`src/sv/cltl_pkg.sv`:
```
package cltl_pkg;

    localparam int POSITION_BITS_DEFAULT = 24;
    localparam int LENGTH_BITS_DEFAULT   = 16;

    localparam int MAX_RESULTS  = 3;
    localparam int QUEUE_DEPTH  = 4;
    localparam int QUEUE_AW     = $clog2(QUEUE_DEPTH);
    localparam int QUEUE_CW     = $clog2(QUEUE_DEPTH + 1);

    localparam logic [2:0] KIND_NAME   = 3'd0;
    localparam logic [2:0] KIND_NUMBER = 3'd1;
    localparam logic [2:0] KIND_STRING = 3'd2;
    localparam logic [2:0] KIND_OP     = 3'd3;
    localparam logic [2:0] KIND_END    = 3'd4;
    localparam logic [2:0] KIND_ERROR  = 3'd5;

    typedef struct packed {
        logic [2:0]  kind;
        logic [23:0] start;
        logic [15:0] length;
        logic [23:0] line;
    } token_t;

    typedef struct packed {
        logic [1:0]                   count;
        token_t [MAX_RESULTS-1:0]     item;
    } push_t;

endpackage

```
`src/sv/cltl_byte_if.sv`:
```
interface cltl_byte_if;
    logic       valid;
    logic       ready;
    logic [7:0] text_byte;

    modport source (output valid, output text_byte, input ready);
    modport sink (input valid, input text_byte, output ready);
endinterface

```
`src/sv/cltl_token_if.sv`:
```
interface cltl_token_if;
    logic        valid;
    logic        ready;
    logic [2:0]  token_kind;
    logic [23:0] start_position;
    logic [15:0] token_length;
    logic [23:0] line_number;
    logic        last_of_run;

    modport source (output valid, output token_kind, output start_position,
                    output token_length, output line_number, output last_of_run,
                    input ready);
    modport sink (input valid, input token_kind, input start_position,
                  input token_length, input line_number, input last_of_run,
                  output ready);
endinterface

```
`src/sv/cltl_core.sv`:
```
module cltl_core
    import cltl_pkg::*;
#(
    parameter int POSITION_BITS = POSITION_BITS_DEFAULT,
    parameter int LENGTH_BITS   = LENGTH_BITS_DEFAULT
)
(
    input  logic       clk,
    input  logic       rst_n,
    input  logic       accept,
    input  logic [7:0] text_byte,
    output push_t      push
);

    localparam int PW  = POSITION_BITS;
    localparam int LW  = LENGTH_BITS;
    localparam int PWX = (PW > 24) ? PW : 24;
    localparam int LWX = (LW > 16) ? LW : 16;

    localparam logic [4:0] S_IDLE   = 5'd0;
    localparam logic [4:0] S_SLASH  = 5'd1;
    localparam logic [4:0] S_LINE   = 5'd2;
    localparam logic [4:0] S_BLOCK  = 5'd3;
    localparam logic [4:0] S_BSTAR  = 5'd4;
    localparam logic [4:0] S_NAME   = 5'd5;
    localparam logic [4:0] S_NUMBER = 5'd6;
    localparam logic [4:0] S_STRING = 5'd7;
    localparam logic [4:0] S_DOT    = 5'd8;
    localparam logic [4:0] S_DOTDOT = 5'd9;
    localparam logic [4:0] S_OP1    = 5'd10;
    localparam logic [4:0] S_ARROW  = 5'd11;
    localparam logic [4:0] S_SHIFT  = 5'd12;

    localparam logic [7:0] CH_NUL   = 8'h00;
    localparam logic [7:0] CH_NL    = 8'h0A;
    localparam logic [7:0] CH_SLASH = 8'h2F;
    localparam logic [7:0] CH_STAR  = 8'h2A;
    localparam logic [7:0] CH_QUOTE = 8'h22;
    localparam logic [7:0] CH_MINUS = 8'h2D;
    localparam logic [7:0] CH_PLUS  = 8'h2B;
    localparam logic [7:0] CH_GT    = 8'h3E;
    localparam logic [7:0] CH_LT    = 8'h3C;
    localparam logic [7:0] CH_EQ    = 8'h3D;
    localparam logic [7:0] CH_UP_E  = 8'h45;
    localparam logic [7:0] CH_LO_E  = 8'h65;
    localparam logic [7:0] CH_LO_F  = 8'h66;
    localparam logic [7:0] CH_DOT   = 8'h2E;
    localparam logic [7:0] CH_UNDER = 8'h5F;

    logic [4:0]    state_reg, state_next;
    logic [7:0]    prev_reg, prev_next;
    logic [PW-1:0] tstart_reg, tstart_next;
    logic [PW-1:0] tline_reg, tline_next;
    logic [PW-1:0] pos_reg, pos_next;
    logic [PW-1:0] line_reg, line_next;
    logic [LW-1:0] len_reg, len_next;

    logic [4:0]    st;
    logic [7:0]    pv;
    logic [PW-1:0] ts;
    logic [PW-1:0] tl;
    logic [LW-1:0] ln;
    logic          go;
    logic          ended;
    logic [1:0]    n;
    token_t [MAX_RESULTS-1:0] items;
    logic [7:0]    c;

    function automatic logic is_digit(input logic [7:0] ch);
        return (ch >= 8'h30) && (ch <= 8'h39);
    endfunction

    function automatic logic is_alpha(input logic [7:0] ch);
        return ((ch >= 8'h61) && (ch <= 8'h7A)) || ((ch >= 8'h41) && (ch <= 8'h5A));
    endfunction

    function automatic logic is_word(input logic [7:0] ch);
        return is_alpha(ch) || is_digit(ch) || (ch == CH_UNDER);
    endfunction

    function automatic logic is_space(input logic [7:0] ch);
        return (ch == 8'h20) || ((ch >= 8'h09) && (ch <= 8'h0D));
    endfunction

    function automatic logic pairs_self(input logic [7:0] ch);
        return (ch == 8'h23) || (ch == 8'h3A) || (ch == 8'h26) || (ch == 8'h7C) ||
               (ch == CH_PLUS) || (ch == CH_MINUS);
    endfunction

    function automatic logic pairs_eq(input logic [7:0] ch);
        return (ch == CH_PLUS) || (ch == CH_MINUS) || (ch == CH_STAR) || (ch == 8'h25) ||
               (ch == 8'h5E) || (ch == 8'h7C) || (ch == 8'h26) || (ch == 8'h21) ||
               (ch == CH_LT) || (ch == CH_GT) || (ch == CH_EQ);
    endfunction

    function automatic logic [PW-1:0] sat_pos(input logic [PW-1:0] v);
        return (v == {PW{1'b1}}) ? v : v + PW'(1);
    endfunction

    function automatic logic [LW-1:0] sat_len(input logic [LW-1:0] v);
        return (v == {LW{1'b1}}) ? v : v + LW'(1);
    endfunction

    function automatic token_t mk(input logic [2:0] kind, input logic [PW-1:0] start,
                                  input logic [LW-1:0] len, input logic [PW-1:0] line);
        logic [PWX-1:0] ws;
        logic [PWX-1:0] wl;
        logic [LWX-1:0] wn;
        token_t t;
        ws = PWX'(start);
        wl = PWX'(line);
        wn = LWX'(len);
        t.kind   = kind;
        t.start  = ws[23:0];
        t.length = wn[15:0];
        t.line   = wl[23:0];
        return t;
    endfunction

    assign c = text_byte;

    always_comb
    begin
        st    = state_reg;
        pv    = prev_reg;
        ts    = tstart_reg;
        tl    = tline_reg;
        ln    = len_reg;
        go    = 1'b1;
        ended = 1'b0;
        n     = 2'd0;
        items = '0;
        for (int i = 0; i < MAX_RESULTS; i++)
        begin
            if (go)
            begin
                go = 1'b0;
                unique case (st)
                    S_SLASH:
                    begin
                        if (c == CH_SLASH)
                            st = S_LINE;
                        else if (c == CH_STAR)
                            st = S_BLOCK;
                        else
                        begin
                            st = S_IDLE;
                            if (c == CH_EQ)
                            begin
                                items[n] = mk(KIND_OP, ts, LW'(2), tl);
                                n = n + 2'd1;
                            end
                            else
                            begin
                                items[n] = mk(KIND_OP, ts, LW'(1), tl);
                                n = n + 2'd1;
                                go = 1'b1;
                            end
                        end
                    end
                    S_LINE:
                    begin
                        if (c == CH_NUL)
                        begin
                            items[n] = mk(KIND_ERROR, pos_reg, LW'(0), line_reg);
                            n = n + 2'd1;
                            ended = 1'b1;
                        end
                        else if (c == CH_NL)
                            st = S_IDLE;
                    end
                    S_BLOCK:
                    begin
                        if (c == CH_NUL)
                        begin
                            items[n] = mk(KIND_ERROR, pos_reg, LW'(0), line_reg);
                            n = n + 2'd1;
                            ended = 1'b1;
                        end
                        else if (c == CH_STAR)
                            st = S_BSTAR;
                    end
                    S_BSTAR:
                    begin
                        if (c == CH_NUL)
                        begin
                            items[n] = mk(KIND_ERROR, pos_reg, LW'(0), line_reg);
                            n = n + 2'd1;
                            ended = 1'b1;
                        end
                        else if (c == CH_SLASH)
                            st = S_IDLE;
                        else if (c != CH_STAR)
                            st = S_BLOCK;
                    end
                    S_NAME:
                    begin
                        if (is_word(c))
                            ln = sat_len(ln);
                        else
                        begin
                            items[n] = mk(KIND_NAME, ts, ln, tl);
                            n = n + 2'd1;
                            st = S_IDLE;
                            go = 1'b1;
                        end
                    end
                    S_NUMBER:
                    begin
                        if (is_word(c) || (c == CH_DOT) ||
                            (((c == CH_PLUS) || (c == CH_MINUS)) &&
                             ((pv == CH_UP_E) || (pv == CH_LO_E))))
                        begin
                            ln = sat_len(ln);
                            pv = c;
                        end
                        else
                        begin
                            items[n] = mk(KIND_NUMBER, ts, ln, tl);
                            n = n + 2'd1;
                            st = S_IDLE;
                            go = 1'b1;
                        end
                    end
                    S_STRING:
                    begin
                        if (c == CH_NUL)
                        begin
                            items[n] = mk(KIND_ERROR, pos_reg, LW'(0), line_reg);
                            n = n + 2'd1;
                            ended = 1'b1;
                        end
                        else
                        begin
                            ln = sat_len(ln);
                            if (c == CH_QUOTE)
                            begin
                                items[n] = mk(KIND_STRING, ts, ln, tl);
                                n = n + 2'd1;
                                st = S_IDLE;
                            end
                        end
                    end
                    S_DOT:
                    begin
                        if (is_digit(c) || (c == CH_LO_F))
                        begin
                            st = S_NUMBER;
                            ln = LW'(2);
                            pv = c;
                        end
                        else if (c == CH_DOT)
                            st = S_DOTDOT;
                        else
                        begin
                            st = S_IDLE;
                            if (c == CH_STAR)
                            begin
                                items[n] = mk(KIND_OP, ts, LW'(2), tl);
                                n = n + 2'd1;
                            end
                            else
                            begin
                                items[n] = mk(KIND_OP, ts, LW'(1), tl);
                                n = n + 2'd1;
                                go = 1'b1;
                            end
                        end
                    end
                    S_DOTDOT:
                    begin
                        if (c == CH_DOT)
                        begin
                            items[n] = mk(KIND_OP, ts, LW'(3), tl);
                            n = n + 2'd1;
                            st = S_IDLE;
                        end
                        else
                        begin
                            // The first dot stands alone; the second one starts afresh.
                            items[n] = mk(KIND_OP, ts, LW'(1), tl);
                            n = n + 2'd1;
                            ts = sat_pos(ts);
                            st = S_DOT;
                            go = 1'b1;
                        end
                    end
                    S_OP1:
                    begin
                        if ((pv == CH_MINUS) && (c == CH_GT))
                            st = S_ARROW;
                        else if (((pv == CH_LT) || (pv == CH_GT)) && (c == pv))
                            st = S_SHIFT;
                        else
                        begin
                            st = S_IDLE;
                            if (((c == pv) && pairs_self(pv)) || ((c == CH_EQ) && pairs_eq(pv)))
                            begin
                                items[n] = mk(KIND_OP, ts, LW'(2), tl);
                                n = n + 2'd1;
                            end
                            else
                            begin
                                items[n] = mk(KIND_OP, ts, LW'(1), tl);
                                n = n + 2'd1;
                                go = 1'b1;
                            end
                        end
                    end
                    S_ARROW:
                    begin
                        st = S_IDLE;
                        if (c == CH_STAR)
                        begin
                            items[n] = mk(KIND_OP, ts, LW'(3), tl);
                            n = n + 2'd1;
                        end
                        else
                        begin
                            items[n] = mk(KIND_OP, ts, LW'(2), tl);
                            n = n + 2'd1;
                            go = 1'b1;
                        end
                    end
                    S_SHIFT:
                    begin
                        st = S_IDLE;
                        if (c == CH_EQ)
                        begin
                            items[n] = mk(KIND_OP, ts, LW'(3), tl);
                            n = n + 2'd1;
                        end
                        else
                        begin
                            items[n] = mk(KIND_OP, ts, LW'(2), tl);
                            n = n + 2'd1;
                            go = 1'b1;
                        end
                    end
                    default:
                    begin
                        st = S_IDLE;
                        if (c == CH_NUL)
                        begin
                            items[n] = mk(KIND_END, pos_reg, LW'(0), line_reg);
                            n = n + 2'd1;
                            ended = 1'b1;
                        end
                        else if (is_space(c))
                            st = S_IDLE;
                        else if ((c == CH_SLASH) || is_alpha(c) || (c == CH_UNDER) ||
                                 is_digit(c) || (c == CH_DOT) || (c == CH_QUOTE) ||
                                 (c == CH_LT) || (c == CH_GT) || pairs_self(c) || pairs_eq(c))
                        begin
                            ts = pos_reg;
                            tl = line_reg;
                            ln = LW'(1);
                            pv = c;
                            if (c == CH_SLASH)
                                st = S_SLASH;
                            else if (is_alpha(c) || (c == CH_UNDER))
                                st = S_NAME;
                            else if (is_digit(c))
                                st = S_NUMBER;
                            else if (c == CH_DOT)
                                st = S_DOT;
                            else if (c == CH_QUOTE)
                                st = S_STRING;
                            else
                                st = S_OP1;
                        end
                        else
                        begin
                            items[n] = mk(KIND_OP, pos_reg, LW'(1), line_reg);
                            n = n + 2'd1;
                        end
                    end
                endcase
            end
        end

        if (ended)
        begin
            state_next  = S_IDLE;
            prev_next   = 8'h00;
            tstart_next = '0;
            tline_next  = PW'(1);
            pos_next    = '0;
            line_next   = PW'(1);
            len_next    = '0;
        end
        else
        begin
            state_next  = st;
            prev_next   = pv;
            tstart_next = ts;
            tline_next  = tl;
            pos_next    = sat_pos(pos_reg);
            line_next   = (c == CH_NL) ? sat_pos(line_reg) : line_reg;
            len_next    = ln;
        end
    end

    always_ff @(posedge clk or negedge rst_n)
    begin
        if (!rst_n)
        begin
            state_reg  <= S_IDLE;
            prev_reg   <= 8'h00;
            tstart_reg <= '0;
            tline_reg  <= PW'(1);
            pos_reg    <= '0;
            line_reg   <= PW'(1);
            len_reg    <= '0;
        end
        else if (accept)
        begin
            state_reg  <= state_next;
            prev_reg   <= prev_next;
            tstart_reg <= tstart_next;
            tline_reg  <= tline_next;
            pos_reg    <= pos_next;
            line_reg   <= line_next;
            len_reg    <= len_next;
        end
    end

    assign push.count = accept ? n : 2'd0;
    assign push.item  = items;

endmodule

```
`src/sv/c_like_token_lexer_top.sv`:
```
// Tokens that an accepted text word yields are written into the token queue as that word is accepted.
// Throughput: one text word per cycle while the token queue holds at most one word; a word
// that yields two or three tokens pushes all of them into the four-entry token queue at once.
// Input is taken whenever the token queue holds at most one word, so ready follows the count.
// Reset is asynchronous and active low; it returns the lexer to the start of a text.
module c_like_token_lexer_top
    import cltl_pkg::*;
#(
    parameter int POSITION_BITS = POSITION_BITS_DEFAULT,
    parameter int LENGTH_BITS   = LENGTH_BITS_DEFAULT
)
(
    input  logic                clk,
    input  logic                rst_n,
    cltl_byte_if.sink           text_in,
    cltl_token_if.source        token_out
);

    typedef struct packed {
        token_t tok;
        logic   last;
    } entry_t;

    entry_t                mem [QUEUE_DEPTH];
    logic [QUEUE_AW-1:0]   wr_ptr_reg, wr_ptr_next;
    logic [QUEUE_AW-1:0]   rd_ptr_reg, rd_ptr_next;
    logic [QUEUE_CW-1:0]   count_reg, count_next;
    logic                  accept;
    logic                  pop;
    push_t                 push;
    entry_t                head;

    assign text_in.ready = (count_reg <= QUEUE_CW'(QUEUE_DEPTH - MAX_RESULTS));
    assign accept        = text_in.valid && text_in.ready;
    assign pop           = token_out.valid && token_out.ready;

    cltl_core #(
        .POSITION_BITS (POSITION_BITS),
        .LENGTH_BITS   (LENGTH_BITS)
    ) u_core (
        .clk       (clk),
        .rst_n     (rst_n),
        .accept    (accept),
        .text_byte (text_in.text_byte),
        .push      (push)
    );

    assign wr_ptr_next = wr_ptr_reg + QUEUE_AW'(push.count);
    assign rd_ptr_next = rd_ptr_reg + QUEUE_AW'(pop);
    assign count_next  = count_reg + QUEUE_CW'(push.count) - QUEUE_CW'(pop);

    always_ff @(posedge clk or negedge rst_n)
    begin
        if (!rst_n)
        begin
            wr_ptr_reg <= '0;
            rd_ptr_reg <= '0;
            count_reg  <= '0;
        end
        else
        begin
            wr_ptr_reg <= wr_ptr_next;
            rd_ptr_reg <= rd_ptr_next;
            count_reg  <= count_next;
        end
    end

    always_ff @(posedge clk)
    begin
        for (int k = 0; k < MAX_RESULTS; k++)
        begin
            if (2'(k) < push.count)
            begin
                mem[wr_ptr_reg + QUEUE_AW'(k)] <= '{push.item[k], (2'(k) == push.count - 2'd1)};
            end
        end
    end

    assign head = mem[rd_ptr_reg];

    assign token_out.valid          = (count_reg != '0);
    assign token_out.token_kind     = head.tok.kind;
    assign token_out.start_position = head.tok.start;
    assign token_out.token_length   = head.tok.length;
    assign token_out.line_number    = head.tok.line;
    assign token_out.last_of_run    = head.last;

    a_queue_bound: assert property (@(posedge clk) disable iff (!rst_n)
        count_reg <= QUEUE_CW'(QUEUE_DEPTH))
        else $error("token queue holds more words than it has entries");

    a_push_on_accept: assert property (@(posedge clk) disable iff (!rst_n)
        (push.count != 2'd0) |-> accept)
        else $error("tokens pushed without an accepted text word");

    a_end_is_last: assert property (@(posedge clk) disable iff (!rst_n)
        (token_out.valid &&
         ((token_out.token_kind == KIND_END) || (token_out.token_kind == KIND_ERROR)))
        |-> (token_out.last_of_run && (token_out.token_length == 16'd0)))
        else $error("end token is not the final zero-length word of its run");

endmodule
```
`src/flat_wrapper.sv`:
```
// flat-port wrapper written by rule: the top's interface ports become plain ports
module c_like_token_lexer_top_flat import cltl_pkg::*;
#(
    parameter int POSITION_BITS = POSITION_BITS_DEFAULT,
    parameter int LENGTH_BITS   = LENGTH_BITS_DEFAULT
)
  (clk, rst_n, text_in_valid, text_in_text_byte, text_in_ready, token_out_valid, token_out_token_kind, token_out_start_position, token_out_token_length, token_out_line_number, token_out_last_of_run, token_out_ready);
  cltl_byte_if text_in_i ();
  cltl_token_if token_out_i ();
  input  logic clk;
  input  logic rst_n;
  input wire logic [$bits(text_in_i.valid)-1:0] text_in_valid;
  input wire logic [$bits(text_in_i.text_byte)-1:0] text_in_text_byte;
  output wire logic [$bits(text_in_i.ready)-1:0] text_in_ready;
  output wire logic [$bits(token_out_i.valid)-1:0] token_out_valid;
  output wire logic [$bits(token_out_i.token_kind)-1:0] token_out_token_kind;
  output wire logic [$bits(token_out_i.start_position)-1:0] token_out_start_position;
  output wire logic [$bits(token_out_i.token_length)-1:0] token_out_token_length;
  output wire logic [$bits(token_out_i.line_number)-1:0] token_out_line_number;
  output wire logic [$bits(token_out_i.last_of_run)-1:0] token_out_last_of_run;
  input wire logic [$bits(token_out_i.ready)-1:0] token_out_ready;
  assign text_in_i.valid = text_in_valid;
  assign text_in_i.text_byte = text_in_text_byte;
  assign text_in_ready = text_in_i.ready;
  assign token_out_valid = token_out_i.valid;
  assign token_out_token_kind = token_out_i.token_kind;
  assign token_out_start_position = token_out_i.start_position;
  assign token_out_token_length = token_out_i.token_length;
  assign token_out_line_number = token_out_i.line_number;
  assign token_out_last_of_run = token_out_i.last_of_run;
  assign token_out_i.ready = token_out_ready;
  c_like_token_lexer_top #(.POSITION_BITS(POSITION_BITS), .LENGTH_BITS(LENGTH_BITS)) u_core (.clk(clk), .rst_n(rst_n), .text_in(text_in_i), .token_out(token_out_i));
endmodule
```
`config.mk`:
```
export PLATFORM = sky130hd
export DESIGN_NAME = c_like_token_lexer_top_flat
export DESIGN_NICKNAME = d
export VERILOG_FILES = /design/src/sv/cltl_pkg.sv /design/src/sv/cltl_byte_if.sv /design/src/sv/cltl_token_if.sv /design/src/sv/cltl_core.sv /design/src/sv/c_like_token_lexer_top.sv /design/src/flat_wrapper.sv
export SDC_FILE = /design/constraint.sdc
export NUM_CORES = 2
export LEC_CHECK = 0
export BUFFER_PORTS_ARGS = -buffer_cell sky130_fd_sc_hd__buf_2
export CAP_MARGIN = 20
export CORE_MARGIN = 4
export CORE_UTILIZATION = 40
export DETAILED_ROUTE_END_ITERATION = 8
export SLEW_MARGIN = 40
export SYNTH_ARGS = -nofsm -noshare
export SYNTH_HDL_FRONTEND = slang
export SYNTH_SLANG_ARGS = --single-unit
```
`constraint.sdc`:
```
create_clock -name clk -period 31.9 [get_ports clk]
set_input_delay 1.595 -clock clk [delete_from_list [all_inputs] [get_ports clk]]
set_output_delay 1.595 -clock clk [all_outputs]
set_load 0.02 [all_outputs]
```
Word level (Yosys, flattened, before mapping)

Memories as Yosys holds them, arrays and structs flattened.
Index checks and enable logic that the tools add are counted.
W data, S select, Z words.

Memories kept: 1
Memory bits (writable): 272
Input port bits: 12
Flip-flop bits (word level): 132

Add/subtract/negate cells: 17
Equal/unequal tests: 117
Multiplexer cells: 318
Reduce and logical (&&, ||, !) cells: 141
Magnitude comparators: 16

Memory list:

| name       | words | bits a word | rd ports | clocked after Yosys merged registers in | write ports | line                         | RTL |
|---|---|---|---|---|---|---|---|
| u_core.mem | 4     | 68          | 1        | 0                                       | 3           | c_like_token_lexer_top.sv:24 | `entry_t mem [QUEUE_DEPTH];` |

Operators with widths:

| operator                | number |
|---|---|
| $mux W201               | 42 |
| $pmux W201 S10          | 2 |
| $bwmux W201             | 18 |
| $mux W24                | 38 |
| $pmux W67 S10           | 1 |
| $mux W66                | 9 |
| $mux W16                | 27 |
| $eq A8 B6 Y1 const B    | 48 |
| $mux W67                | 5 |
| $demux W67 S2           | 2 |
| $pmux W16 S5            | 3 |
| $mux W5                 | 42 |
| $pmux W5 S11            | 3 |
| $mux W8                 | 18 |
| $pmux W24 S2            | 3 |
| $eq A8 B7 Y1 const B    | 16 |
| $add A24 B1 Y24 const B | 5 |
| $eq A24 B24 Y1 const B  | 5 |
| $mux W26                | 4 |
| $logic_or A1 B1 Y1      | 88 |
| $eq A5 B4 Y1 const B    | 15 |
| $pmux W8 S3             | 3 |
| $mux W2                 | 33 |
| $mux W65                | 1 |
| other kinds (48)        | 178 |

Logic depth before layout (Yosys ltp)

Word-level depth: 41
Depth in mapped cells: 30
Mapped depth without buffers: 26

By module

A second synthesis with hierarchy kept.

Cells, all modules: 3564
Area total of the unflattened synthesis: 29425.7 um2

By module, submodules not included:

| module                 | instances | sequential area each (um2) | cells each | area an instance (um2) |
|---|---|---|---|---|
| c_like_token_lexer_top | 1         | 8343.0                     | 1617       | 15652.5 |
| cltl_core              | 1         | 3130.5                     | 1947       | 13773.2 |

Least setup slack after synthesis

Ideal clock, no wire load.

Kind: input to register
Start point: in text_in_text_byte[1]
End point: mem u_core.mem[0][0] (netlist name), enable pin
Setup time: 596 ps
Path buffers: 4
Data required time: 31304 ps
Path slack: 20232 ps
Stages: 26
Arrival time: 11072 ps
Cell sequence: buf_2 nor4_2 a221oi_1 or3_1 clkbuf_1 inv_2 buf_2 nand3_1 inv_2 nand2_1 o21ai_0 nand2b_1 inv_1 ha_1 nand2_1 or4_4 a21oi_4 ha_1 nand2_1 nor2_1 a21oi_1 o21ai_2 a21oi_4 buf_2 o21ai_1 a211oi_1

RTL lines:

| element         | line                         | RTL |
|---|---|---|
| start, declared | flat_wrapper.sv:13           | `input wire logic [$bits(text_in_i.text_byte)-1:0] text_in_text_byte;` |
| end, declared   | c_like_token_lexer_top.sv:24 |  |

==> results.sh <==
export IMPL_synthArstFlopShare_pct=32.7
export IMPL_ios=82
export IMPL_routed_wl_um=104000
export IMPL_final_cell_mix="mux2i_1, nand2_1, edfxtp_1"
export IMPL_max_freq_ghz=0.113
export IMPL_num_rows=97
export IMPL_die_area_sq_mm=0.0760
export IMPL_synth_top_area_share_pct=28.5
export IMPL_synth_distinct_cells=102
export IMPL_cp_max_fo=39
export IMPL_synth_top_family_by_area="multiplexers"
export IMPL_synthMuxAreaShare_pct=20.9
export IMPL_grt_max_degree=61
export IMPL_synth_top_area_cell="edfxtp_1"
export IMPL_antenna_cells=0
export IMPL_grt_first_pass_wirelength_um=156000
export IMPL_grt_pass1_vias=24300
export IMPL_synthSimpleGateAreaFrac_pct=14.1
export IMPL_synthTopCellsByArea="edfxtp_1, mux2i_1, dfrtp_1"
export IMPL_hold_viol_final=0
export IMPL_clkSlewWorstSetupHoldPaths_ns=0.06
export IMPL_reg2reg_to="u_core.mem[1][52]$_DFFE_PP_"
export IMPL_final_net_count=2797
export IMPL_drt_iter0_markers=2379
export IMPL_worst_ep_required_time_ns=32.19
export IMPL_hold_path_class="flop to flop"
export IMPL_yosysSeqAreaShare_pct=40.0
export IMPL_synth_area_sq_mm=0.0287
export IMPL_min_period_ns=8.84
export IMPL_post_cts_setup_buffers=0
export IMPL_hold_path_depth=1
export IMPL_die_y_um=276
export IMPL_arrival_ns=9.13
export IMPL_overflow=0
export IMPL_finalSetupViolations=0
export IMPL_portBuffers=81
export IMPL_die_width_um=276
export IMPL_r2r_slack_ns=24.29
export IMPL_cts_repair_resized=0
export IMPL_drt_first_pass_iters=6
export IMPL_crit_type="input port to flop"
export IMPL_drcViolationCount=0
export IMPL_postRouteAntennaNets=0
export IMPL_clk_insertion_delay_late_ns=0.59
export IMPL_synthAdderAreaFrac_pct=1.14
export IMPL_cts_tree="done"
export IMPL_finalSetupTns_ns=0
export IMPL_place_gp_congestion=0.947
export IMPL_viasPerCell=6.61
export IMPL_dp_final_hpwl_um=67800
export IMPL_regMostFlops="u_core.mem"
export IMPL_fin_skew_ns=0.0188
export IMPL_maxCapViolCount=0
export IMPL_drive_gt1_share_pct=13.9
export IMPL_detail_route_wl_per_cell_um=27.9
export IMPL_worst_pin_slew_ns=0.920
export IMPL_netlist_instances=2840
export IMPL_critPathLaunch="text_in_text_byte[1]"
export IMPL_place_area_sq_mm=0.0298
export IMPL_fin_area_sq_mm=0.0315
export IMPL_report_final_slew_viol_count=0
export IMPL_start_util_pct=40.7
export IMPL_power_density_mw_per_mm2=92.9
export IMPL_synth_edff_count=272
export IMPL_reg2reg_depth=19
export IMPL_r2r_start="u_core.u_core.state_reg[0]$_DFFE_PN0P_"
export IMPL_antenna_found_initial=0
export IMPL_hold_buffers=0
export IMPL_holdPathEnd="u_core.count_reg[2]$_DFF_PN0_"
export IMPL_leakage_nw=11.7
export IMPL_synth_ff_type="edfxtp_1"
export IMPL_avgSynthCellArea_sq_um=10.1
export IMPL_syn_nets=2876
export IMPL_synth_seq_cells=404
export IMPL_vias=24700
export IMPL_cp_end_kind="flop"
export IMPL_grt_setup_unrepaired="no"
export IMPL_h_tree_depth=2
export IMPL_clockBufferDepth=3
export IMPL_clockRootBuffer="clkbuf_16"
export IMPL_critPathLaunchType="input port"
export IMPL_area_growth_pct=9.98
export IMPL_fill_cells=6546
export IMPL_core_area_sq_mm=0.0705
export IMPL_peakVddDrop_v=0.0000724
export IMPL_clock_sinks=404
export IMPL_grt_use_total_pct=26.8
export IMPL_synth_compound_area_share_pct=17.6
export IMPL_cts_buffers=47
export IMPL_final_common_cell="mux2i_1"
export IMPL_status="finished clean"
export IMPL_largest_reg_flops=272
export IMPL_yosys_warnings=0
export IMPL_synth_xor_area_share_pct=1.16
export IMPL_fin_crit_sh_pct=27.7
export IMPL_hp_start="u_core.count_reg[2]$_DFF_PN0_"
export IMPL_slew_headroom_pct=38.7
how the worst max path moves through the flow:
| stage | slack, ns | depth (start not counted) | endpoint |
|---|---|---|---|
| final | 23.06 | 26 | u_core.mem[1][52]$_DFFE_PP_ |
| after global routing | 22.69 | 26 | u_core.mem[2][47]$_DFFE_PP_ |
| after CTS | 23.24 | 26 | u_core.mem[1][52]$_DFFE_PP_ |
| after detailed placement | 22.62 | 26 | u_core.mem[1][52]$_DFFE_PP_ |
| after global placement | 22.27 | 21 | u_core.mem[2][53]$_DFFE_PP_ |
| after floorplan | 20.23 | 26 | u_core.mem[0][0]$_DFFE_PP_ |
per-stage QoR:
step | hold slack, ns | cells | total power, mW | utilization, % | setup slack (ns)
global route | 0.497 | 3739 | 3.06 | 44.7 | 22.69
finish | 0.476 | 3739 | 2.93 | 44.7 | 23.06
CTS | 0.480 | 3739 | 2.91 | 44.7 | 23.24
floorplan | 0.447 | 2840 | 1.74 | - | 20.23
detailed placement | 0.465 | 3652 | 2.31 | 42.3 | 22.62
global placement | 0.464 | 3646 | 2.25 | 42.0 | 22.27
report_power, final:
part / switching (mW) / internal [mW]
Sequential: 0.0885 / 0.674
Clock: 0.234 / 0.363
Combinational: 1.06 / 0.513
Total: 1.38 / 1.55
critical path, stage by stage:
cell,delay (ns)
buf_2,0.27
nor4_2,0.62
a221oi_1,0.23
or3_1,0.56
inv_2,0.31
nand3_1,0.12
buf_4,0.28
inv_2,0.09
nand2_1,0.27
o21ai_0,0.28
nand2b_1,0.10
inv_1,0.30
ha_1,0.22
nand2_1,0.05
or4_4,0.47
a21oi_4,0.18
ha_1,0.25
nand2_1,0.06
nor2_1,0.04
a21oi_1,0.16
o21ai_2,0.21
a211oi_4,0.71
buf_4,0.44
buf_4,0.76
mux2i_1,0.31
mux2i_1,0.12
layout make-up:
| class | count | area, sq um | area share, % |
|---|---|---|---|
| well taps | 940 | 1180 | 3.73 |
| flip-flops and latches | 404 | 11500 | 36.4 |
| clock inverters | 26 | 374 | 1.19 |
| inverters | 43 | 161 | 0.512 |
| repair buffers | 148 | 1020 | 3.23 |
| multi-input cells | 2117 | 16000 | 50.8 |
| clock buffers | 61 | 1310 | 4.15 |
synth_stat cells (46+ instances only):
library cell,instances
mux2i_1,437
nand2_1,289
edfxtp_1,272
clkbuf_1,179
o21ai_0,159
nor2_1,137
dfrtp_1,130
a21oi_1,117
a22o_1,98
nor3_1,93
mux4_2,68
nand3_1,63
and3_1,46
logic make-up after synthesis:
group                    after synthesis
AND/OR/NAND/NOR                      825
AO/OA/AOI/OAI                        715
multiplexers                         513
flip-flops                           404
buffers and inverters                319
XOR/XNOR                              38
adder cells (fa/ha/maj)               26
routing by layer:
metal | global-route usage [%] | vias to the layer above | share of wire [%]
li1 | - | 10800 | -
met2 | 44.2 | 1208 | 47
met1 | 36.2 | 12500 | 42
met5 | 0 | - | 0
met3 | 4.39 | 237 | 7.9
met4 | 8.55 | 0 | 3.4
(Power assumes the default switching activity.)
